`src/rtl/lzd_pkg.sv`:
```
// ----------------------------------------------------------------------------
// lzd_pkg
// Shared types and constants of the escape-coded LZ77 decompressor.
// ----------------------------------------------------------------------------
package lzd_pkg;

   // Widest history address the design supports (history depth up to 4096).
   localparam int ADDR_MAX_W = 12;

   // Command queue between the parser and the copy engine.
   localparam int QUEUE_DEPTH = 4;
   localparam int QUEUE_PTR_W = 2;

   // Results one input item may produce at most.
   localparam logic [6:0] RESULT_CAP = 7'd64;

   // Shortest reference copy.
   localparam logic [6:0] MIN_COPY = 7'd3;

   // Configuration register indexes.
   localparam logic CSR_ESCAPE_BYTE     = 1'b0;
   localparam logic CSR_EXPECTED_LENGTH = 1'b1;

   // Result kinds.
   localparam logic [1:0] KIND_DATA  = 2'd0;
   localparam logic [1:0] KIND_ERROR = 2'd1;
   localparam logic [1:0] KIND_END   = 2'd2;

   // Error codes.
   localparam logic [2:0] ERR_NONE      = 3'd0;
   localparam logic [2:0] ERR_ESCAPE    = 3'd1;
   localparam logic [2:0] ERR_REFERENCE = 3'd2;
   localparam logic [2:0] ERR_LENGTH    = 3'd3;
   localparam logic [2:0] ERR_OVERRUN   = 3'd4;

   typedef enum logic [1:0] {
      CMD_LIT  = 2'd0,
      CMD_COPY = 2'd1,
      CMD_ERR  = 2'd2,
      CMD_END  = 2'd3
   } cmd_op_type;

   typedef struct packed {
      logic [7:0] in_byte;
      logic       last_in;
   } req_type;

   typedef struct packed {
      logic [1:0]  kind;
      logic [7:0]  data_byte;
      logic [2:0]  error_code;
      logic [23:0] produced_count;
      logic        last_of_run;
      logic        stream_end;
   } rsp_type;

   // One classified token, handed from the parser to the copy engine.
   typedef struct packed {
      cmd_op_type            op;
      logic [7:0]            data_byte;
      logic [2:0]            err_code;
      logic [23:0]           count;
      logic [6:0]            copy_len;
      logic                  ref_ok;
      logic [ADDR_MAX_W-1:0] src_addr;
      logic [ADDR_MAX_W-1:0] dst_addr;
      logic                  stream_end;
   } cmd_type;

endpackage

```
`src/rtl/lzd_front.sv`:
```
// ----------------------------------------------------------------------------
// lzd_front
// Parser: accepts compressed bytes, tracks the token state, output count and
// history fill, and turns each byte into at most one command for the back end.
// ----------------------------------------------------------------------------
module lzd_front #(
   parameter int HISTORY_DEPTH = 1024,
   parameter int MAX_COPY      = 64
) (
   input  logic             clock,
   input  logic             reset,
   input  logic             req_valid,
   output logic             req_ready,
   input  lzd_pkg::req_type req_payload,
   input  logic             csr_valid,
   output logic             csr_ready,
   input  logic             csr_index,
   input  logic [23:0]      csr_data,
   output logic             cmd_push,
   output lzd_pkg::cmd_type cmd_data,
   input  logic             queue_full
);

   localparam int AW = $clog2(HISTORY_DEPTH);
   localparam int FW = $clog2(HISTORY_DEPTH + 1);
   localparam int SW = AW + 2;

   typedef enum logic [2:0] {
      PH_ANY = 3'b001,
      PH_ESC = 3'b010,
      PH_REF = 3'b100
   } phase_type;

   typedef enum logic [2:0] {
      HLT_RUN   = 3'b001,
      HLT_QUIET = 3'b010,
      HLT_ERR   = 3'b100
   } halt_type;

   logic [7:0]    escape_ff;
   logic [23:0]   expected_ff;
   phase_type     phase_ff, phase_in;
   halt_type      halted_ff, halted_in;
   logic [7:0]    held_ff, held_in;
   logic [23:0]   count_ff, count_in;
   logic [FW-1:0] fill_ff, fill_in;
   logic [AW-1:0] wp_ff, wp_in;

   logic          accept;
   logic [7:0]    in_byte;
   logic          last;
   logic          count_done;
   logic          quiet_pre;
   logic          running;
   logic [6:0]    ref_len;
   logic [10:0]   ref_dist;
   logic          len_bad;
   logic          over;
   logic          ref_ok;
   logic [SW-1:0] src_diff;
   logic [SW-1:0] src_wide;
   logic          do_lit;
   logic          do_copy;
   logic          do_fail;
   logic [2:0]    fail_code;
   logic [7:0]    lit_byte;
   logic [6:0]    adv;
   logic [AW:0]   wp_sum;
   logic [FW:0]   fill_sum;

   assign req_ready = !queue_full;
   assign csr_ready = 1'b1;
   assign accept    = req_valid && req_ready;
   assign in_byte   = req_payload.in_byte;
   assign last      = req_payload.last_in;

   assign count_done = count_ff >= expected_ff;
   assign quiet_pre  = (halted_ff == HLT_RUN) && (phase_ff == PH_ANY) && count_done;
   assign running    = (halted_ff == HLT_RUN) && !quiet_pre;

   // Reference fields: high two bits of the length byte extend the distance.
   assign ref_len  = {1'b0, held_ff[5:0]} + 7'd2;
   assign ref_dist = {1'b0, held_ff[7:6], in_byte} + 11'd1;
   assign len_bad  = (ref_len < lzd_pkg::MIN_COPY) || (ref_len > 7'(MAX_COPY));
   assign over     = ({1'b0, count_ff} + 25'(ref_len)) > {1'b0, expected_ff};
   assign ref_ok   = {{(FW - 10){1'b0}}, ref_dist} <= {1'b0, fill_ff};

   assign src_diff = SW'(wp_ff) - SW'(ref_dist);
   assign src_wide = src_diff[SW-1] ? (src_diff + SW'(HISTORY_DEPTH)) : src_diff;

   always_comb begin
      phase_in  = phase_ff;
      halted_in = halted_ff;
      held_in   = held_ff;
      do_lit    = 1'b0;
      do_copy   = 1'b0;
      do_fail   = 1'b0;
      fail_code = lzd_pkg::ERR_NONE;
      lit_byte  = in_byte;
      if (quiet_pre) begin
         halted_in = HLT_QUIET;
      end
      if (running) begin
         unique case (phase_ff)
            PH_ANY: begin
               if (in_byte == escape_ff) begin
                  if (last) begin
                     do_fail   = 1'b1;
                     fail_code = lzd_pkg::ERR_ESCAPE;
                  end else begin
                     phase_in = PH_ESC;
                  end
               end else begin
                  do_lit = 1'b1;
               end
            end
            PH_ESC: begin
               if (in_byte == 8'd0) begin
                  phase_in = PH_ANY;
                  if (count_done) begin
                     do_fail   = 1'b1;
                     fail_code = lzd_pkg::ERR_OVERRUN;
                  end else begin
                     do_lit   = 1'b1;
                     lit_byte = escape_ff;
                  end
               end else if (last) begin
                  do_fail   = 1'b1;
                  fail_code = lzd_pkg::ERR_REFERENCE;
               end else begin
                  held_in  = in_byte;
                  phase_in = PH_REF;
               end
            end
            PH_REF: begin
               phase_in = PH_ANY;
               if (len_bad) begin
                  do_fail   = 1'b1;
                  fail_code = lzd_pkg::ERR_LENGTH;
               end else if (over) begin
                  do_fail   = 1'b1;
                  fail_code = lzd_pkg::ERR_OVERRUN;
               end else begin
                  do_copy = 1'b1;
               end
            end
            default: begin
               phase_in = PH_ANY;
            end
         endcase
         if (do_fail) begin
            halted_in = HLT_ERR;
            phase_in  = PH_ANY;
         end
      end

      if (do_lit) begin
         adv = 7'd1;
      end else if (do_copy) begin
         adv = ref_len;
      end else begin
         adv = 7'd0;
      end
      count_in = count_ff + 24'(adv);

      // A token that reaches the expected length stops decoding quietly.
      if ((halted_in == HLT_RUN) && (phase_in == PH_ANY) && (count_in >= expected_ff)) begin
         halted_in = HLT_QUIET;
      end
   end

   assign wp_sum   = (AW + 1)'(wp_ff) + (AW + 1)'(adv);
   assign wp_in    = (wp_sum >= (AW + 1)'(HISTORY_DEPTH)) ?
                     AW'(wp_sum - (AW + 1)'(HISTORY_DEPTH)) : wp_sum[AW-1:0];
   assign fill_sum = (FW + 1)'(fill_ff) + (FW + 1)'(adv);
   assign fill_in  = (fill_sum > (FW + 1)'(HISTORY_DEPTH)) ?
                     FW'(HISTORY_DEPTH) : fill_sum[FW-1:0];

   assign cmd_push = accept && (do_lit || do_copy || do_fail || last);

   always_comb begin
      cmd_data            = '0;
      cmd_data.data_byte  = lit_byte;
      cmd_data.err_code   = fail_code;
      cmd_data.count      = count_ff;
      cmd_data.copy_len   = ref_len;
      cmd_data.ref_ok     = ref_ok;
      cmd_data.src_addr   = lzd_pkg::ADDR_MAX_W'(src_wide[AW-1:0]);
      cmd_data.dst_addr   = lzd_pkg::ADDR_MAX_W'(wp_ff);
      cmd_data.stream_end = last;
      if (do_lit) begin
         cmd_data.op = lzd_pkg::CMD_LIT;
      end else if (do_copy) begin
         cmd_data.op = lzd_pkg::CMD_COPY;
      end else if (do_fail) begin
         cmd_data.op = lzd_pkg::CMD_ERR;
      end else begin
         cmd_data.op = lzd_pkg::CMD_END;
      end
   end

   always_ff @(posedge clock) begin
      if (reset) begin
         escape_ff   <= 8'd1;
         expected_ff <= 24'd0;
      end else if (csr_valid) begin
         unique case (csr_index)
            lzd_pkg::CSR_ESCAPE_BYTE:     escape_ff   <= csr_data[7:0];
            lzd_pkg::CSR_EXPECTED_LENGTH: expected_ff <= csr_data;
            default:                      expected_ff <= expected_ff;
         endcase
      end
   end

   always_ff @(posedge clock) begin
      if (reset) begin
         phase_ff  <= PH_ANY;
         halted_ff <= HLT_RUN;
         held_ff   <= 8'd0;
         count_ff  <= 24'd0;
         fill_ff   <= '0;
         wp_ff     <= '0;
      end else if (accept) begin
         if (last) begin
            // The end of a stream returns the parser state, but not its configuration, to reset.
            phase_ff  <= PH_ANY;
            halted_ff <= HLT_RUN;
            held_ff   <= 8'd0;
            count_ff  <= 24'd0;
            fill_ff   <= '0;
            wp_ff     <= '0;
         end else begin
            phase_ff  <= phase_in;
            halted_ff <= halted_in;
            held_ff   <= held_in;
            count_ff  <= count_in;
            fill_ff   <= fill_in;
            wp_ff     <= wp_in;
         end
      end
   end

   a_copy_len_legal : assert property (@(posedge clock) disable iff (reset)
      cmd_push && (cmd_data.op == lzd_pkg::CMD_COPY) |->
         (cmd_data.copy_len >= lzd_pkg::MIN_COPY) && (cmd_data.copy_len <= 7'(MAX_COPY)))
      else $error("copy command with a length outside the legal range");

   a_halt_no_cmd : assert property (@(posedge clock) disable iff (reset)
      accept && (halted_ff != HLT_RUN) && !last |-> !cmd_push)
      else $error("halted parser issued a command for a dropped item");

endmodule

```
`config.mk`:
```
export PLATFORM = sky130hd
export DESIGN_NAME = lzd_front
export DESIGN_NICKNAME = d
export VERILOG_FILES = /design/src/rtl/lzd_pkg.sv /design/src/rtl/lzd_front.sv
export SDC_FILE = /design/constraint.sdc
export NUM_CORES = 1
export LEC_CHECK = 0
export BUFFER_PORTS_ARGS = -buffer_cell sky130_fd_sc_hd__buf_4
export CORE_MARGIN = 1
export CORE_UTILIZATION = 35
export DETAILED_ROUTE_END_ITERATION = 10
export SYNTH_ARGS = -nofsm -noshare
export SYNTH_HDL_FRONTEND = slang
export SYNTH_SLANG_ARGS = --single-unit
```
`constraint.sdc`:
```
create_clock -name clock -period 6.5 [get_ports clock]
set_input_delay 0.65 -clock clock [delete_from_list [all_inputs] [get_ports clock]]
set_output_delay 0.65 -clock clock [all_outputs]
set_load 0.01 [all_outputs]
```
==> flow_summary.json, run 1 <==
{
  "synth_cell_types": 74,
  "synth_async_sr_flop_share_pct": 0,
  "first_global_vias": 7894,
  "top_layer": "met4",
  "crit_arrival_ps": 7020,
  "slew_headroom_pct": 25.97,
  "p_per_area_nw_per_um2": 127.5,
  "drive_gt1_share_pct": 30.04,
  "tightest_slew_ps": 1102,
  "required_ps": 6800,
  "hold_viol": 0,
  "io_pins": 112,
  "cts_buffers": 9,
  "crit_path_start_kind": "flop",
  "hold_depth": 2,
  "routed_wl_um": 27040,
  "rr_worst_depth": 38,
  "grt_pass1_wl_um": 41550,
  "synth_top_area_share_pct": 22.23,
  "htree_num_levels": 3,
  "start_util_pct": 35.98,
  "diodes": 0,
  "avgSynthCellArea_um2": 7.829,
  "max-clock-path-buffers": 2,
  "portBuffers": 106,
  "cts_root_buf": "clkbuf_16",
  "final_nets": 1439,
  "syn_area_um2": 8197,
  "detail_route.iter0.violations": 534,
  "layout.cells.most_common": "buf_4",
  "cts_hold_buf": 0,
  "ys_top_cells_by_area": "dfxtp_1 22%, ha_1 19%, a21oi_1 6.3%",
  "fin_total_pwr_mw": 1.426,
  "max_stage_delay_ps": 400,
  "routed-wl-met3_um": 1440,
  "synth_top_cell_by_area": "dfxtp_1",
  "met1Wirelength_um": 12240,
  "cts_tree": "built",
  "cpMostUsedCell": "a21oi_2",
  "finalCritPeriodShare_pct": 103.4,
  "ir_drop_v": 0.00009238,
  "critical_path.slowest_cell": "or4_1",
  "setup_violations": 3,
  "die_w_um": 155.0,
  "layout_setup_ws_ps": -218.0,
  "max_freq_mhz": 148.9,
  "skew_ps": 9.017,
  "core_area_um2": 22780,
  "grt_overflow": 0,
  "synth_edf_count": 0,
  "stdcell_count": 1588,
  "status": "complete, but fails checks",
  "ys_seq_elements": 91,
  "cts.sinks": 91,
  "max-cap-violations": 0,
  "place_ws_ps": -610.7,
  "cts.clk_slew.worst_paths_ps": 70,
  "path_max_fanout": 7,
  "fp.dieArea_um2": 24030,
  "grt_antenna_before_repair": 0,
  "rsz0062_at_grt": "true",
  "via_count": 8261,
  "grt_start_max_net_pins": 64,
  "num_rows": 55,
  "ys_seq_area_share_pct": 22.23,
  "place_congestion": 0.8983,
  "drt_pass1_iterations": 5,
  "crit_type": "reg -> reg",
  "ant_nets": 0,
  "vias_per_cell": 5.202,
  "synth_ff_type": "dfxtp_1",
  "die_h_um": 155.0,
  "areaGrowthSynthToFinish_pct": 36.47,
  "dp_hpwl_um": 20190,
  "yosysWarningCount": 0,
  "fin_crit_ps": 6718,
  "track_usage_pct": 22.23,
  "final_cell_mix": "253 x buf_4, 124 x nand2_1, 115 x ha_1",
  "leakagePower_nw": 5.161,
  "wl_per_cell_um": 17.03,
  "violations": "setup timing",
  "synth_cells": 1047,
  "clk_latency_ps": 370,
  "fillers": 2208,
  "hp-class": "reg -> reg",
  "met2_length_um": 12580,
  "dp_cells": 1542,
  "slew_viol_final": 0,
  "drc_errors": 0,
  "endpoint_kind": "flop"
}
[cell usage after synthesis, types with 4 or more instances]
master / number
o21bai_1: 6
and3_1: 12
a21oi_1: 103
o31ai_1: 7
clkbuf_1: 26
nor3_1: 14
o211ai_1: 7
fa_1: 5
nor2_1: 70
o21a_1: 10
o21ai_0: 47
a21o_1: 22
and4_1: 5
dfxtp_1: 91
xnor2_1: 57
buf_1: 6
a22o_1: 11
nand2b_1: 15
and2_1: 10
nor2b_1: 12
inv_1: 71
nor4_1: 4
nand4_1: 20
a22oi_1: 18
ha_1: 125
or3_1: 8
nand2_1: 125
nand3b_1: 4
a211oi_1: 9
o221ai_1: 4
xor2_1: 26
nand3_1: 25
buf_2: 9
buf_4: 9
[routing by layer]
metal / up-vias / global-route usage (%)
met3: 43 / 3.733
met5: - / 0
met2: 221 / 37.11
met4: 0 / 9.005
met1: 3865 / 28.36
li1: 4132 / -
[stage by stage]
stage                     TNS, ps  instance area, µm²  util (%)  hold WS, ps
after floorplan                 0                8288         -        436.3
after global placement     -808.2               10160     44.60        442.1
after detailed placement    -1219               10160     44.60        446.7
after CTS                  -897.4               10790     47.36        456.8
after global routing        -4588               11190     49.11        475.1
final                      -467.8               11190     49.11        456.2
[final timing paths]
kind	endpoint	slack [ps]	from
worst min register to register	expected_ff[23]	460	expected_ff[23]
worst max-delay path	halted_ff[1]	-220	held_ff[1]
worst max register to register	halted_ff[1]	-220	held_ff[1]
worst min-delay path	expected_ff[23]	460	expected_ff[23]
[registers in the layout, indices dropped and copies added (netlist names)]
register	flops
held_ff	8
wp_ff	10
phase_ff	3
fill_ff	11
expected_ff	24
escape_ff	8
halted_ff	3
count_ff	24
[kinds of logic (layout without fill, tap and decap cells)]
family / Yosys count / count (layout) / synth area share [%]
buf+inv: 123 / 348 / 6.274
flops: 91 / 91 / 22.23
other cells: 2 / 5 / 0.09162
compound gates: 273 / 273 / 21.49
fa+ha+maj: 130 / 130 / 20.30
simple gates: 343 / 343 / 20.49
xor+xnor: 83 / 83 / 8.869
mux: 2 / 2 / 0.2595
[timing repair]
| item | CTS | global route |
|---|---|---|
| gates cloned | 0 | 0 |
| buffers inserted | 23 | 7 |
| endpoints found under the hold margin | 0 | 0 |
| resized for setup | 39 | 72 |
| endpoints found under the setup margin | 10 | 16 |
| pin swaps | 22 | 41 |
[critical path, delay by kind of cell (launching register included)]
family | cells | cell delay, ps
simple gates | 14 | 2190
compound gates | 12 | 1760
fa+ha+maj | 6 | 1540
xor+xnor | 3 | 470
flops | 1 | 380
buf+inv | 3 | 310
[cell type report]
| cell class | instances | area, µm² | share of cell area [%] |
|---|---|---|---|
| clock buffers | 11 | 242.7 | 2.170 |
| clock inverters | 5 | 61.31 | 0.5481 |
| inverters | 72 | 270.3 | 2.416 |
| multi-input cells | 836 | 6410 | 57.30 |
| flip-flops and latches | 91 | 1832 | 16.38 |
| well taps | 313 | 391.6 | 3.501 |
| repair buffers | 260 | 1978 | 17.68 |
[where the power goes]
group | switching (mW) | leakage, nW | internal (mW) | total [mW]
sequential | 0.00852 | 0.740 | 0.568 | 0.577
combinational | 0.165 | 4.27 | 0.123 | 0.288
clock | 0.251 | 0.150 | 0.311 | 0.562
total | 0.424 | 5.16 | 1.00 | 1.43
(Power assumes the default switching activity.)
==> run 2: changes to the inputs <==
--- a/config.mk
+++ b/config.mk
@@ -8,2 +8,4 @@
 export BUFFER_PORTS_ARGS = -buffer_cell sky130_fd_sc_hd__buf_4
+export CELL_PAD_IN_SITES_DETAIL_PLACEMENT = 1
+export CELL_PAD_IN_SITES_GLOBAL_PLACEMENT = 1
 export CORE_MARGIN = 1
@@ -11,2 +13,3 @@
 export DETAILED_ROUTE_END_ITERATION = 10
+export PLACE_DENSITY_LB_ADDON = 0.1
 export SYNTH_ARGS = -nofsm -noshare
--- a/constraint.sdc
+++ b/constraint.sdc
@@ -3,2 +3,2 @@
 set_output_delay 0.65 -clock clock [all_outputs]
-set_load 0.01 [all_outputs]
+set_load 0.05 [all_outputs]
==> flow_summary.json, run 2 (synthesized netlist as in run 1, its figures left out) <==
{
  "reg_top3": "count_ff x24, expected_ff x24, fill_ff x11",
  "cts_tree": "built",
  "fp.dieArea_um2": 24030,
  "layout_setup_ws_ps": -416.9,
  "first_global_vias": 8588,
  "start_util_pct": 35.98,
  "hold_viol": 0,
  "core_area_um2": 22780,
  "finalCritPeriodShare_pct": 106.4,
  "setup_violations": 3,
  "num_rows": 55,
  "place_area_um2": 10350,
  "grt_pass1_wl_um": 47330,
  "ir_drop_v": 0.0001134,
  "io_pins": 112,
  "required_ps": 6810,
  "hold_depth": 2,
  "final_cell_mix": "264 x buf_4, 124 x nand2_1, 116 x ha_1",
  "rr_worst_depth": 40,
  "htree_num_levels": 3,
  "cts.sinks": 91,
  "cts_root_buf": "clkbuf_16",
  "drc_errors": 0,
  "areaGrowthSynthToFinish_pct": 34.90,
  "vias_per_cell": 5.252,
  "drt_pass1_iterations": 4,
  "p_per_area_nw_per_um2": 137.1,
  "die_w_um": 155.0,
  "place_ws_ps": -551.4,
  "layout.cells.most_common": "buf_4",
  "portBuffers": 106,
  "slew_headroom_pct": 18.68,
  "dp_hpwl_um": 22980,
  "cts.clk_slew.worst_paths_ps": 70,
  "fin_crit_ps": 6917,
  "die_h_um": 155.0,
  "leakagePower_nw": 5.184,
  "detail_route.iter0.violations": 365,
  "track_usage_pct": 25.38,
  "rsz0062_at_grt": "true",
  "crit_arrival_ps": 7220,
  "hp-class": "reg -> reg",
  "via_count": 8382,
  "tightest_slew_ps": 1211,
  "regToRegSetupSlack_ps": -420,
  "critical_path.slowest_cell": "or4_1",
  "cts_buffers": 9,
  "cts_hold_buf": 0,
  "endpoint_kind": "flop",
  "max-clock-path-buffers": 2,
  "slew_viol_final": 0,
  "grt_antenna_before_repair": 1,
  "violations": "setup timing",
  "ant_nets": 0,
  "clk_latency_ps": 360,
  "fillers": 2821,
  "drive_gt1_share_pct": 28.08,
  "max_stage_delay_ps": 410,
  "max-cap-violations": 0,
  "crit_path_start_kind": "flop",
  "status": "complete, but fails checks",
  "routed_wl_um": 29860,
  "place_congestion": 0.8425,
  "skew_ps": 10.00,
  "final_area_um2": 11060,
  "max_freq_mhz": 144.6,
  "final_nets": 1446,
  "path_max_fanout": 9,
  "wl_per_cell_um": 18.71,
  "grt_start_max_net_pins": 36,
  "crit_type": "reg -> reg",
  "grt_overflow": 0
}
-- run 2: changes by cell type in the layout (fill, tap and decap cells not counted), sizes merged --
cell | before | now
buf | 260 | 267
clkbuf | 11 | 9
clkinvlp | 0 | 2
bufinv | 1 | 2
clkinv | 4 | 3
diode | 0 | 1
-- run 2: final cells by class --
class                   instances  area (µm²)  share of cell area (%)
multi-input cells             836        6211                   56.17
repair buffers                267        2024                   18.31
flip-flops and latches         91        1829                   16.54
well taps                     313       391.6                   3.542
inverters                      72       274.0                   2.478
clock buffers                   9       225.2                   2.037
clock inverters                 7       98.84                  0.8940
diodes                          1       2.502                 0.02263
-- run 2: through the flow --
step	hold slack [ps]	util, %	std cells	power [mW]	setup TNS [ps]
after global routing	471.1	48.53	1595	1.587	-6371
after detailed placement	449.3	45.43	1560	0.9195	-1514
after floorplan	436.3	-	1050	0.7968	-481.8
after CTS	458.4	47.60	1584	1.528	-721.2
final	455.6	48.54	1596	1.516	-752.3
after global placement	443.0	45.43	1560	0.9144	-946.1
-- run 2: final timing paths --
check / start / endpoint
worst max-delay path: held_ff[1] / halted_ff[1]
worst max register to register: held_ff[1] / halted_ff[1]
worst min register to register: expected_ff[4] / expected_ff[4]
worst min-delay path: expected_ff[4] / expected_ff[4]
-- run 2: per-layer routing --
metal	share of wire (%)	wire [µm]	global-route usage, %	vias up
met4	1.1	337	5.752	0
met3	3.5	1053	3.259	17
li1	-	-	-	4153
met2	45	13470	41.06	145
met5	0	0	0	-
met1	50	14990	35.70	4067
-- run 2: report_power, final --
part / switching, mW / total [mW] / internal (mW) / leakage [nW]
sequential: 0.00793 / 0.576 / 0.568 / 0.739
clock: 0.258 / 0.599 / 0.341 / 0.156
combinational: 0.218 / 0.342 / 0.124 / 4.29
-- run 2: worst max-delay path: cells and delay by family (launching register included) --
family          cells  cell delay, ps
xor+xnor            3             500
simple gates       16            2420
compound gates     10            1400
flops               1             390
buf+inv             5             570
fa+ha+maj           6            1570
-- run 2: repair_timing --
action / in CTS / in global routing
pin swaps: 12 / 24
endpoints found under the hold margin: 0 / 0
cloned: 0 / 0
buffers inserted: 8 / 11
gates resized for setup: 27 / 23
setup endpoints to repair: 12 / 13
