===== config.mk =====
export PLATFORM = sky130hd
export DESIGN_NAME = lzd_queue
export DESIGN_NICKNAME = d
export VERILOG_FILES = /design/src/rtl/lzd_pkg.sv /design/src/rtl/lzd_queue.sv
export SDC_FILE = /design/constraint.sdc
export NUM_CORES = 1
export LEC_CHECK = 0
export BUFFER_PORTS_ARGS = -buffer_cell sky130_fd_sc_hd__clkbuf_2
export CORE_MARGIN = 2
export CORE_UTILIZATION = 23
export DETAILED_ROUTE_END_ITERATION = 16
export PLACE_DENSITY = 0.37
export SLEW_MARGIN = 30
export SYNTH_ARGS = -nofsm -noshare
export SYNTH_HDL_FRONTEND = slang
export SYNTH_SLANG_ARGS = --single-unit

===== constraint.sdc =====
create_clock -name clock -period 7.15 [get_ports clock]
set_input_delay 2.145 -clock clock [delete_from_list [all_inputs] [get_ports clock]]
set_output_delay 2.145 -clock clock [all_outputs]
set_load 0.01 [all_outputs]

===== src/rtl/lzd_pkg.sv =====
// ----------------------------------------------------------------------------
// lzd_pkg
// Shared types and constants of the escape-coded LZ77 decompressor.
// ----------------------------------------------------------------------------
package lzd_pkg;

   // Widest history address the design supports (history depth up to 4096).
   localparam int ADDR_MAX_W = 12;

   // Command queue between the parser and the copy engine.
   localparam int QUEUE_DEPTH = 4;
   localparam int QUEUE_PTR_W = 2;

   // Results one input item may produce at most.
   localparam logic [6:0] RESULT_CAP = 7'd64;

   // Shortest reference copy.
   localparam logic [6:0] MIN_COPY = 7'd3;

   // Configuration register indexes.
   localparam logic CSR_ESCAPE_BYTE     = 1'b0;
   localparam logic CSR_EXPECTED_LENGTH = 1'b1;

   // Result kinds.
   localparam logic [1:0] KIND_DATA  = 2'd0;
   localparam logic [1:0] KIND_ERROR = 2'd1;
   localparam logic [1:0] KIND_END   = 2'd2;

   // Error codes.
   localparam logic [2:0] ERR_NONE      = 3'd0;
   localparam logic [2:0] ERR_ESCAPE    = 3'd1;
   localparam logic [2:0] ERR_REFERENCE = 3'd2;
   localparam logic [2:0] ERR_LENGTH    = 3'd3;
   localparam logic [2:0] ERR_OVERRUN   = 3'd4;

   typedef enum logic [1:0] {
      CMD_LIT  = 2'd0,
      CMD_COPY = 2'd1,
      CMD_ERR  = 2'd2,
      CMD_END  = 2'd3
   } cmd_op_type;

   typedef struct packed {
      logic [7:0] in_byte;
      logic       last_in;
   } req_type;

   typedef struct packed {
      logic [1:0]  kind;
      logic [7:0]  data_byte;
      logic [2:0]  error_code;
      logic [23:0] produced_count;
      logic        last_of_run;
      logic        stream_end;
   } rsp_type;

   // One classified token, handed from the parser to the copy engine.
   typedef struct packed {
      cmd_op_type            op;
      logic [7:0]            data_byte;
      logic [2:0]            err_code;
      logic [23:0]           count;
      logic [6:0]            copy_len;
      logic                  ref_ok;
      logic [ADDR_MAX_W-1:0] src_addr;
      logic [ADDR_MAX_W-1:0] dst_addr;
      logic                  stream_end;
   } cmd_type;

endpackage


===== src/rtl/lzd_queue.sv =====
// ----------------------------------------------------------------------------
// lzd_queue
// Small command FIFO between the parser and the copy engine.
// ----------------------------------------------------------------------------
module lzd_queue (
   input  logic             clock,
   input  logic             reset,
   input  logic             push,
   input  lzd_pkg::cmd_type push_data,
   output logic             full,
   input  logic             pop,
   output lzd_pkg::cmd_type pop_data,
   output logic             empty
);

   localparam int PW = lzd_pkg::QUEUE_PTR_W;

   lzd_pkg::cmd_type entry_ff [lzd_pkg::QUEUE_DEPTH];
   logic [PW-1:0]    wr_ptr_ff, wr_ptr_in;
   logic [PW-1:0]    rd_ptr_ff, rd_ptr_in;
   logic [PW:0]      level_ff, level_in;

   assign full     = level_ff == (PW + 1)'(lzd_pkg::QUEUE_DEPTH);
   assign empty    = level_ff == '0;
   assign pop_data = entry_ff[rd_ptr_ff];

   assign wr_ptr_in = push ? (wr_ptr_ff + 1'b1) : wr_ptr_ff;
   assign rd_ptr_in = pop ? (rd_ptr_ff + 1'b1) : rd_ptr_ff;

   always_comb begin
      level_in = level_ff;
      if (push && !pop) begin
         level_in = level_ff + 1'b1;
      end else if (pop && !push) begin
         level_in = level_ff - 1'b1;
      end
   end

   always_ff @(posedge clock) begin
      if (reset) begin
         wr_ptr_ff <= '0;
         rd_ptr_ff <= '0;
         level_ff  <= '0;
      end else begin
         wr_ptr_ff <= wr_ptr_in;
         rd_ptr_ff <= rd_ptr_in;
         level_ff  <= level_in;
      end
   end

   always_ff @(posedge clock) begin
      if (push) begin
         entry_ff[wr_ptr_ff] <= push_data;
      end
   end

   a_no_overflow : assert property (@(posedge clock) disable iff (reset)
      push |-> !full)
      else $error("command queue written while full");

   a_no_underflow : assert property (@(posedge clock) disable iff (reset)
      pop |-> !empty)
      else $error("command queue read while empty");

endmodule


==> results of run 1 <==
[per-layer routing]
metal / track usage [%] / up-vias / wire length (microns)
met5: 0 / - / 11
met4: 3.221 / 2 / 483
met3: 3.619 / 35 / 1481
met2: 16.50 / 115 / 11610
met1: 11.75 / 2573 / 9338
li1: - / 2096 / -
[cells in the final DEF (no fill, tap or decap), drive strengths merged]
cell | netlist | final
a21oi | 1 | 1
and2 | 4 | 4
buf | 16 | 7
bufinv | 0 | 2
clkbuf | 1 | 192
clkinv | 0 | 11
clkinvlp | 0 | 1
dfxtp | 9 | 9
edfxtp | 280 | 280
fa | 1 | 1
ha | 5 | 5
inv | 4 | 4
mux2i | 2 | 2
mux4 | 70 | 70
nand2 | 1 | 1
nor2 | 7 | 7
nor3 | 1 | 1
nor3b | 1 | 1
o21ai | 1 | 1
or3 | 1 | 1
xnor2 | 2 | 2
xor2 | 3 | 3
[critical path, delay by kind of cell, from the launching register on]
family                 cells  cell delay [ns]
buffers and inverters      2             0.71
DFF                        1             0.77
muxes                      1             0.62
[metrics by stage]
step           util, %  total power, mW  setup WS (ns)  area (sq um)
2_1_floorplan        -            2.228          2.929         10600
3_3_place_gp     26.29            2.374          2.789         11960
3_5_place_dp     26.29            2.384          2.762         11960
4_1_cts          28.68            4.078          2.185         13040
5_1_grt          28.68            4.161          2.097         13040
6_report         28.68            3.993          2.354         13040
[flip-flops by register name, indices dropped and copies added (netlist names), named ones only]
register and count:
rd_ptr_ff 2, wr_ptr_ff 2, entry_ff 280, level_ff 3
[logic make-up after synthesis]
| logic type | synth area share (%) |
|---|---|
| DFF | 80.99 |
| muxes | 15.06 |
| buffers and inverters | 1.970 |
| and+or+nand+nor | 0.6962 |
| adders and majority gates | 0.7788 |
| xor gates and xnor gates | 0.4131 |
| AOI/OAI and AO/OA | 0.09430 |
[power groups by stage]
stage | Sequential [mW] | Combinational (mW) | Clock (mW)
final | 1.98 | 0.348 | 1.66
after floorplan | 2.00 | 0.229 | 0
after CTS | 1.99 | 0.364 | 1.73
after global placement | 2.02 | 0.358 | 0
after detailed placement | 2.02 | 0.363 | 0
after global routing | 1.99 | 0.382 | 1.79
[path summary, 6_finish.rpt]
path                              startpoint              end  slack, ns  depth (start not counted)
worst max-delay path               flip-flop      pop_data[0]       2.35                          3
worst min-delay path            rd_ptr_ff[1]     rd_ptr_ff[1]       0.52                          2
worst max register to register  wr_ptr_ff[0]  entry_ff[2][25]       4.96                          4
worst min register to register  rd_ptr_ff[1]     rd_ptr_ff[1]       0.52                          2
[layout make-up]
cell class	count	area (sq um)	share of cell area, %
clock inverter	14	121.4	0.9306
multi-input combinational	100	1817	13.93
tap	600	750.7	5.756
inverter	4	15.01	0.1151
timing repair buffer	152	778.2	5.968
sequential	289	8596	65.91
clock buffer	47	963.4	7.387
==> flow_metrics.env, run 1 <==
export IMPL_outcome="finished, final reports clean"
export IMPL_drt_drc_violations_left=0
export IMPL_die_w_microns=218.7
export IMPL_floorplan_initialDensity_pct=23.32
export IMPL_worst_setup_path_type="flip-flop to output pin"
export IMPL_die_h_microns=218.7
export IMPL_layout_min_cycle_time_ns=4.796
export IMPL_worst_hold_slack_ns=0.5188
export IMPL_pin_count_of_the_biggest_net_entering_global_routing=41
export IMPL_async_flop_share_pct=0
export IMPL_critical_path_arrival_ns=2.65
export IMPL_total_switching_power_mw=0.8735
export IMPL_cts_htree_levels=2
export IMPL_post_cts_hold_buffer_count=0
export IMPL_yosysMostFrequentCell="edfxtp_1"
export IMPL_antenna_cells_inserted=0
export IMPL_rsz0062_at_grt="no"
export IMPL_post_route_cells_drive_above_1_share_pct=45.38
export IMPL_power_density_nw_per_um2=306.2
export IMPL_share_comb_of_total_power_pct=8.7
export IMPL_slew_viol_final=0
export IMPL_grt_overflow=0
export IMPL_rows=78
export IMPL_grt_total_usage_pct=9.862
export IMPL_pwr_share_seq_pct=49.6
export IMPL_post_synth_cell_area_avg_sq_um=25.86
export IMPL_fin_crit_share_pct=67.08
export IMPL_worstPathCellList="buf_4 -> mux4_2 -> clkbuf_2"
export IMPL_die_area_sq_um=47840
export IMPL_cp_end_kind="output pin"
export IMPL_first_global_vias=5421
export IMPL_worst_setup_sp_type="flip-flop"
export IMPL_syn_nets=490
export IMPL_detail_route_antenna_nets=0
export IMPL_synthTopCellsByCount="edfxtp_1, mux4_2, dfxtp_1"
export IMPL_final_routed_wirelength_across_all_metal_layers_microns=22920
export IMPL_timing_clock_skew_ns=0.006879
export IMPL_power_share_switching_pct=21.88
export IMPL_yosys_warnings=0
export IMPL_slew_headroom_pct=51.41
export IMPL_slowest_stage="dfxtp_4"
export IMPL_io_pins=146
export IMPL_io_buffers=145
export IMPL_clock_path_buffers=3
export IMPL_synth_lib_cells_used_distinct=22
export IMPL_timing_critical_path_slowest_cell_delay_ns=0.77
export IMPL_via_per_instance_ratio=3.998
export IMPL_post_cts_resize_count=0
export IMPL_final_tns_setup_ns=0
export IMPL_vias=4821
export IMPL_initial_antenna_violation_count=1
export IMPL_syn_cell_area_sq_um=10600
export IMPL_synth_top_cells_by_area="edfxtp_1, mux4_2, dfxtp_1, buf_12, ha_1"
export IMPL_cell_internal_pwr_mw=3.119
export IMPL_first_pass_iteration_count_of_the_detailed_router=4
export IMPL_final_hold_viol_count=0
export IMPL_final_instance_count_excl_fill=1206
export IMPL_tightest_slew_ns=0.7289
export IMPL_cp_data_required_time_ns=5.01
export IMPL_post_drt_wl_per_cell_microns=19.00
export IMPL_critPathMaxFanout=29
export IMPL_number_of_cts_inserted_buffers=35
export IMPL_hpwlAfterDp_microns=13460
export IMPL_fmax_ghz=0.2085
export IMPL_cts_tree="yes"
export IMPL_synth_seq_cells=289
export IMPL_synth_area_leader_cell="edfxtp_1"
export IMPL_grt_first_pass_wirelength_microns=34500
export IMPL_clock_sinks=289
export IMPL_synth_top_area_share_pct=79.29
export IMPL_p_leak_nw=4.329
export IMPL_numPlacedInstances=1145
export IMPL_syn_inst=410
export IMPL_setup_viol=0
export IMPL_maxCapViolations=0
export IMPL_synth_edff_count=280
export IMPL_core_area_sq_um=45480
export IMPL_cts_clk_slew_worst_paths_ns=0.05
export IMPL_clock_network_latency_to_the_later_pin_of_the_worst_skew_pair_ns=0.52
export IMPL_fillerInstances=4553
export IMPL_clock_group_share_of_total_power_pct=41.6
export IMPL_gp_congestion=0.6356
export IMPL_post_cts_buffers=0
export IMPL_worst_hold_path_type="flip-flop to flip-flop"
export IMPL_drtIter0Drc=233
export IMPL_vdd_ir_drop_max_mv=0.1391
export IMPL_top_flip_flop_cell_by_instance_count_after_synthesis="edfxtp_1"
export IMPL_nets_final=662
export IMPL_syn_to_final_growth_pct=22.99
export IMPL_synth_seq_area_share_pct=80.99
export IMPL_cts_root_buf="clkbuf_16"
(Power assumes the default switching activity.)
==> run 2, diff against run 1 <==
==> constraint.sdc (replaced) <==
create_clock -name clock -period 4.5 [get_ports clock]
set_input_delay 1.35 -clock clock [delete_from_list [all_inputs] [get_ports clock]]
set_output_delay 1.35 -clock clock [all_outputs]
set_load 0.01 [all_outputs]
==> flow_metrics.env, run 2 (same netlist as run 1, synthesis figures left out) <==
export IMPL_sequential_cell_area_sq_um=8596
export IMPL_slowest_stage="mux4_2"
export IMPL_core_area_sq_um=45480
export IMPL_via_per_instance_ratio=3.978
export IMPL_first_global_vias=5524
export IMPL_io_buffers=145
export IMPL_maxCapViolations=0
export IMPL_slew_headroom_pct=55.55
export IMPL_final_hold_viol_count=0
export IMPL_final_core_utilization_pct=28.83
export IMPL_layout_min_cycle_time_ns=3.606
export IMPL_worst_hold_path_type="flip-flop to flip-flop"
export IMPL_floorplan_initialDensity_pct=23.32
export IMPL_timing_critical_path_slowest_cell_delay_ns=0.61
export IMPL_fillerInstances=4539
export IMPL_grt_first_pass_wirelength_microns=35220
export IMPL_hpwlAfterDp_microns=13290
export IMPL_post_cts_resize_count=0
export IMPL_initial_antenna_violation_count=2
export IMPL_registers_top_by_ff_count="entry_ff"
export IMPL_regToRegStartpoint="wr_ptr_ff[0]"
export IMPL_post_cts_hold_buffer_count=0
export IMPL_final_routed_wirelength_across_all_metal_layers_microns=23760
export IMPL_commonest_non_fill_non_tap_cell_in_the_layout="edfxtp_1"
export IMPL_rows=78
export IMPL_vias=4802
export IMPL_timing_clock_skew_ns=0.01744
export IMPL_syn_to_final_growth_pct=23.65
export IMPL_die_w_microns=218.7
export IMPL_post_cts_buffers=0
export IMPL_antenna_cells_inserted=0
export IMPL_hold_path_startpoint="level_ff[2]"
export IMPL_reg_largest_list="entry_ff (280), level_ff (3)"
export IMPL_die_area_sq_um=47840
export IMPL_multi_input_comb_area_sq_um=1817
export IMPL_rsz0062_at_grt="no"
export IMPL_die_h_microns=218.7
export IMPL_io_pins=146
export IMPL_worstPathCellList="buf_4 -> mux4_2 -> clkbuf_2"
export IMPL_cts_tree="yes"
export IMPL_worst_path_top_cell_family_by_delay="buffers and inverters"
export IMPL_gp_congestion=0.6533
export IMPL_pin_count_of_the_biggest_net_entering_global_routing=41
export IMPL_layout_common_cells="edfxtp_1, clkbuf_2, mux4_2"
export IMPL_first_pass_iteration_count_of_the_detailed_router=4
export IMPL_worst_r2r_setup_slack_ns=2.61
export IMPL_p_leak_nw=4.339
export IMPL_post_route_cells_drive_above_1_share_pct=44.65
export IMPL_final_tns_setup_ns=0
export IMPL_cp_end_kind="output pin"
export IMPL_grt_overflow=0
export IMPL_worst_r2r_endpoint="entry_ff[0][66]"
export IMPL_number_of_cts_inserted_buffers=35
export IMPL_largest_register_ffs=280
export IMPL_worst_setup_sp_type="flip-flop"
export IMPL_post_drt_wl_per_cell_microns=19.69
export IMPL_slew_viol_final=0
export IMPL_cts_root_buf="clkbuf_16"
export IMPL_critical_path_buf_inv_count=2
export IMPL_outcome="finished, final reports clean"
export IMPL_cts_clk_slew_worst_paths_ns=0.05
export IMPL_power_density_nw_per_um2=485.6
export IMPL_drtIter0Drc=204
export IMPL_cp_data_required_time_ns=3.15
export IMPL_clock_sinks=289
export IMPL_nets_final=662
export IMPL_r2r_cells=4
export IMPL_fmax_ghz=0.2773
export IMPL_clock_network_latency_to_the_later_pin_of_the_worst_skew_pair_ns=0.53
export IMPL_detail_route_antenna_nets=0
export IMPL_grt_total_usage_pct=10.22
export IMPL_clock_path_buffers=3
export IMPL_drt_drc_violations_left=0
export IMPL_hold_path_endpoint="level_ff[2]"
export IMPL_fin_crit_share_pct=80.14
export IMPL_worst_setup_path_type="flip-flop to output pin"
export IMPL_vdd_ir_drop_max_mv=0.2531
export IMPL_critical_path_arrival_ns=2.26
export IMPL_whs_path_depth=2
export IMPL_critPathMaxFanout=28
export IMPL_tightest_slew_ns=0.6668
export IMPL_setup_viol=0
export IMPL_cts_htree_levels=2
==> run 2: worst max-delay path by stage <==
| stage | to | from | slack [ns] | cells after the start |
|---|---|---|---|---|
| floorplan | entry_ff[0][0] | push | 1.07 | 1 |
| global placement | pop_data[30] | flip-flop | 1.36 | 3 |
| detailed placement | pop_data[38] | flip-flop | 1.37 | 3 |
| CTS | pop_data[38] | flip-flop | 0.78 | 3 |
| global route | pop_data[30] | flip-flop | 0.72 | 3 |
| finish | pop_data[30] | flip-flop | 0.89 | 3 |
==> run 2: cell type report <==
type	instances	area share (%)
Multi-Input combinational cell	100	13.86
Tap cell	600	5.726
Clock buffer	49	7.405
Timing Repair Buffer	152	6.508
Clock inverter	13	0.8302
Inverter	4	0.1145
Sequential cell	289	65.56
==> run 2: routing by layer <==
metal	wire length [microns]	GRT usage (%)	vias up
met4	629	4.144	2
met3	1263	2.881	44
li1	-	-	2098
met1	10610	13.08	2538
met2	11240	16.31	120
met5	14	0	-
==> run 2: stage by stage <==
step                setup slack (ns)  power [mW]  hold WS (ns)  instances  area (sq um)
floorplan                      1.074       3.540        0.4663        410         10600
global placement               1.364       3.784        0.4815       1145         12030
detailed placement             1.374       3.797        0.4992       1145         12030
CTS                           0.7777       6.515        0.5090       1207         13110
global route                  0.7238       6.647        0.5271       1207         13110
finish                        0.8937       6.367        0.5108       1207         13110
==> run 2: worst min-delay path, cell delays in order, from the launching register on <==
cell and delay (ns):
dfxtp_1 0.32, o21ai_0 0.08, a21oi_1 0.06
==> run 2: power breakdown <==
group	switching (mW)	total [mW]	internal (mW)	leakage, nW
clock network	1.04	2.65	1.61	0.521
registers	0.0448	3.14	3.09	2.65
logic	0.320	0.581	0.260	1.17
==> run 3, diff against run 2 <==
--- a/config.mk
+++ b/config.mk
@@ -5,6 +5,7 @@
 export SDC_FILE = /design/constraint.sdc
 export NUM_CORES = 1
 export LEC_CHECK = 0
+export ABC_AREA = 1
 export BUFFER_PORTS_ARGS = -buffer_cell sky130_fd_sc_hd__clkbuf_2
 export CORE_MARGIN = 2
 export CORE_UTILIZATION = 23
==> constraint.sdc (replaced) <==
create_clock -name clock -period 3.7 [get_ports clock]
set_input_delay 1.11 -clock clock [delete_from_list [all_inputs] [get_ports clock]]
set_output_delay 1.11 -clock clock [all_outputs]
set_load 0.01 [all_outputs]
==> flow_metrics.env, run 3 <==
export IMPL_syn_cell_area_sq_um=11390
export IMPL_gp_congestion=0.6676
export IMPL_clock_path_buffers=3
export IMPL_pin_count_of_the_biggest_net_entering_global_routing=75
export IMPL_synthTopCellsByCount="edfxtp_1, o21ai_0, nor2_1, nor2_4, o22ai_2"
export IMPL_cp_end_kind="output pin"
export IMPL_setup_viol=0
export IMPL_largest_register_ffs=280
export IMPL_rows=81
export IMPL_drt_drc_violations_left=0
export IMPL_cp_data_required_time_ns=2.59
export IMPL_yosysMostFrequentCell="edfxtp_1"
export IMPL_post_cts_resize_count=0
export IMPL_async_flop_share_pct=0
export IMPL_grt_first_pass_wirelength_microns=41390
export IMPL_commonest_non_fill_non_tap_cell_in_the_layout="edfxtp_1"
export IMPL_post_route_cells_drive_above_1_share_pct=32.42
export IMPL_cts_root_buf="clkbuf_16"
export IMPL_critical_path_arrival_ns=2.14
export IMPL_clock_sinks=289
export IMPL_cell_internal_pwr_mw=5.789
export IMPL_post_drt_wl_per_cell_microns=17.93
export IMPL_final_instance_count_excl_fill=1580
export IMPL_syn_to_final_growth_pct=22.13
export IMPL_io_pins=146
export IMPL_die_area_sq_um=51330
export IMPL_worst_setup_path_type="flip-flop to output pin"
export IMPL_fmax_ghz=0.3081
export IMPL_yosys_warnings=0
export IMPL_vdd_ir_drop_max_mv=0.2278
export IMPL_placement_cell_area_sq_um=12900
export IMPL_share_comb_of_total_power_pct=9.9
export IMPL_grt_total_usage_pct=11.01
export IMPL_timing_clock_skew_ns=0.009182
export IMPL_drtIter0Drc=341
export IMPL_core_area_sq_um=48950
export IMPL_syn_nets=814
export IMPL_fin_crit_share_pct=87.73
export IMPL_power_share_switching_pct=24.10
export IMPL_rsz0062_at_grt="no"
export IMPL_die_h_microns=226.6
export IMPL_final_tns_setup_ns=0
export IMPL_slew_headroom_pct=60.41
export IMPL_via_per_instance_ratio=4.094
export IMPL_cts_htree_levels=2
export IMPL_first_pass_iteration_count_of_the_detailed_router=4
export IMPL_top_flip_flop_cell_by_instance_count_after_synthesis="edfxtp_1"
export IMPL_clock_group_share_of_total_power_pct=40.5
export IMPL_die_w_microns=226.6
export IMPL_numPlacedInstances=1519
export IMPL_total_switching_power_mw=1.838
export IMPL_final_hold_viol_count=0
export IMPL_initial_antenna_violation_count=0
export IMPL_registers_top_by_ff_count="entry_ff"
export IMPL_clock_network_latency_to_the_later_pin_of_the_worst_skew_pair_ns=0.53
export IMPL_synth_edff_count=280
export IMPL_grt_overflow=0
export IMPL_outcome="finished, final reports clean"
export IMPL_fillerInstances=4987
export IMPL_p_leak_nw=4.720
export IMPL_cts_tree="yes"
export IMPL_power_density_nw_per_um2=548.1
export IMPL_synth_seq_area_share_pct=75.38
export IMPL_antenna_cells_inserted=0
export IMPL_placement_setup_worst_slack_ns=0.9532
export IMPL_post_synth_cell_area_avg_sq_um=15.52
export IMPL_slew_viol_final=0
export IMPL_layout_min_cycle_time_ns=3.246
export IMPL_layout_common_cells="edfxtp_1, clkbuf_2, o21ai_0"
export IMPL_post_cts_buffers=0
export IMPL_vias=6469
export IMPL_syn_inst=734
export IMPL_nets_final=971
export IMPL_reg_largest_list="entry_ff (280), level_ff (3)"
export IMPL_final_routed_wirelength_across_all_metal_layers_microns=28340
export IMPL_tightest_slew_ns=0.5938
export IMPL_synth_lib_cells_used_distinct=22
export IMPL_synth_top_cells_by_area="edfxtp_1, o21ai_0, o22ai_2, nor2_4, nor2_1"
export IMPL_hpwlAfterDp_microns=16190
export IMPL_worst_setup_sp_type="flip-flop"
export IMPL_synth_seq_cells=289
export IMPL_io_buffers=145
export IMPL_number_of_cts_inserted_buffers=34
export IMPL_setup_ws_ns=0.4539
export IMPL_pwr_share_seq_pct=49.6
export IMPL_final_cell_area_excluding_filler_cells_sq_um=13910
export IMPL_synth_top_area_share_pct=73.80
export IMPL_maxCapViolations=0
export IMPL_cts_clk_slew_worst_paths_ns=0.05
export IMPL_synth_area_leader_cell="edfxtp_1"
export IMPL_detail_route_antenna_nets=0
export IMPL_post_cts_hold_buffer_count=0
export IMPL_worst_hold_path_type="flip-flop to flip-flop"
export IMPL_first_global_vias=6432
export IMPL_floorplan_initialDensity_pct=23.28
export IMPL_critPathMaxFanout=35
-- run 3: cell types whose count changed after synthesis, moves of 8 or more --
cell / before / now
o21ai_0: 1 / 115
mux4_2: 70 / 0
nor2_1: 7 / 106
o22ai_2: 0 / 40
nand2_1: 1 / 9
clkbuf_1: 1 / 21
o21ai_1: 0 / 30
o22ai_1: 0 / 30
inv_1: 4 / 16
nor2_4: 0 / 40
-- run 3: layout make-up --
type	instances	area (sq um)	share of cell area [%]
timing repair buffer	165	975.9	7.014
sequential	289	8593	61.76
inverter	17	73.82	0.5305
multi-input combinational	384	2424	17.42
clock inverter	16	115.1	0.8273
clock buffer	45	902.1	6.483
tap	664	830.8	5.971
-- run 3: worst paths after layout --
path	start	end	slack (ns)	cells past startpoint
max	flip-flop	pop_data[25]	0.45	5
min	rd_ptr_ff[1]	flip-flop	0.46	1
max reg2reg	wr_ptr_ff[1]	entry_ff[1][7]	1.97	5
min reg2reg	rd_ptr_ff[1]	flip-flop	0.46	1
-- run 3: logic make-up (layout without fill, tap and decap cells) --
| kind of cell | count (synthesis) | after routing | share of synthesized area, % |
|---|---|---|---|
| buffers and inverters | 61 | 243 | 3.350 |
| AO/OA/AOI/OAI | 218 | 218 | 12.54 |
| AND/OR/NAND/NOR | 159 | 159 | 7.929 |
| flip-flops | 289 | 289 | 75.38 |
| adder cells (fa/ha/maj) | 6 | 6 | 0.7248 |
| XOR/XNOR | 1 | 1 | 0.07689 |
-- run 3: metrics by stage --
| stage | power [mW] | hold slack [ns] | util (%) |
|---|---|---|---|
| 2_1_floorplan | 4.294 | 0.4115 | - |
| 3_3_place_gp | 4.640 | 0.4632 | 26.35 |
| 3_5_place_dp | 4.640 | 0.4518 | 26.35 |
| 4_1_cts | 7.790 | 0.4677 | 28.43 |
| 5_1_grt | 7.974 | 0.4971 | 28.43 |
| 6_report | 7.627 | 0.4628 | 28.43 |
-- run 3: power groups by stage --
stage | logic, mW | clock network, mW | registers [mW]
after floorplan | 0.448 | 0 | 3.85
after global placement | 0.787 | 0 | 3.85
after detailed placement | 0.787 | 0 | 3.85
after CTS | 0.788 | 3.22 | 3.78
after global routing | 0.846 | 3.33 | 3.79
final | 0.754 | 3.09 | 3.78
-- run 3: per-layer routing --
metal / up-vias / part of all wire [%] / global-route usage [%]
met1: 3223 / 46 / 14.79
met4: 0 / 2.0 / 3.438
met3: 40 / 5.5 / 3.058
met5: - / 0 / 0
met2: 130 / 46 / 17.20
li1: 3076 / - / -
-- run 3: worst max-delay path, cell delays in order (launching register included) --
cell and delay, ns:
dfxtp_2 0.49, inv_2 0.11, buf_4 0.40, o21ai_0 0.21, o22ai_2 0.19, clkbuf_2 0.17
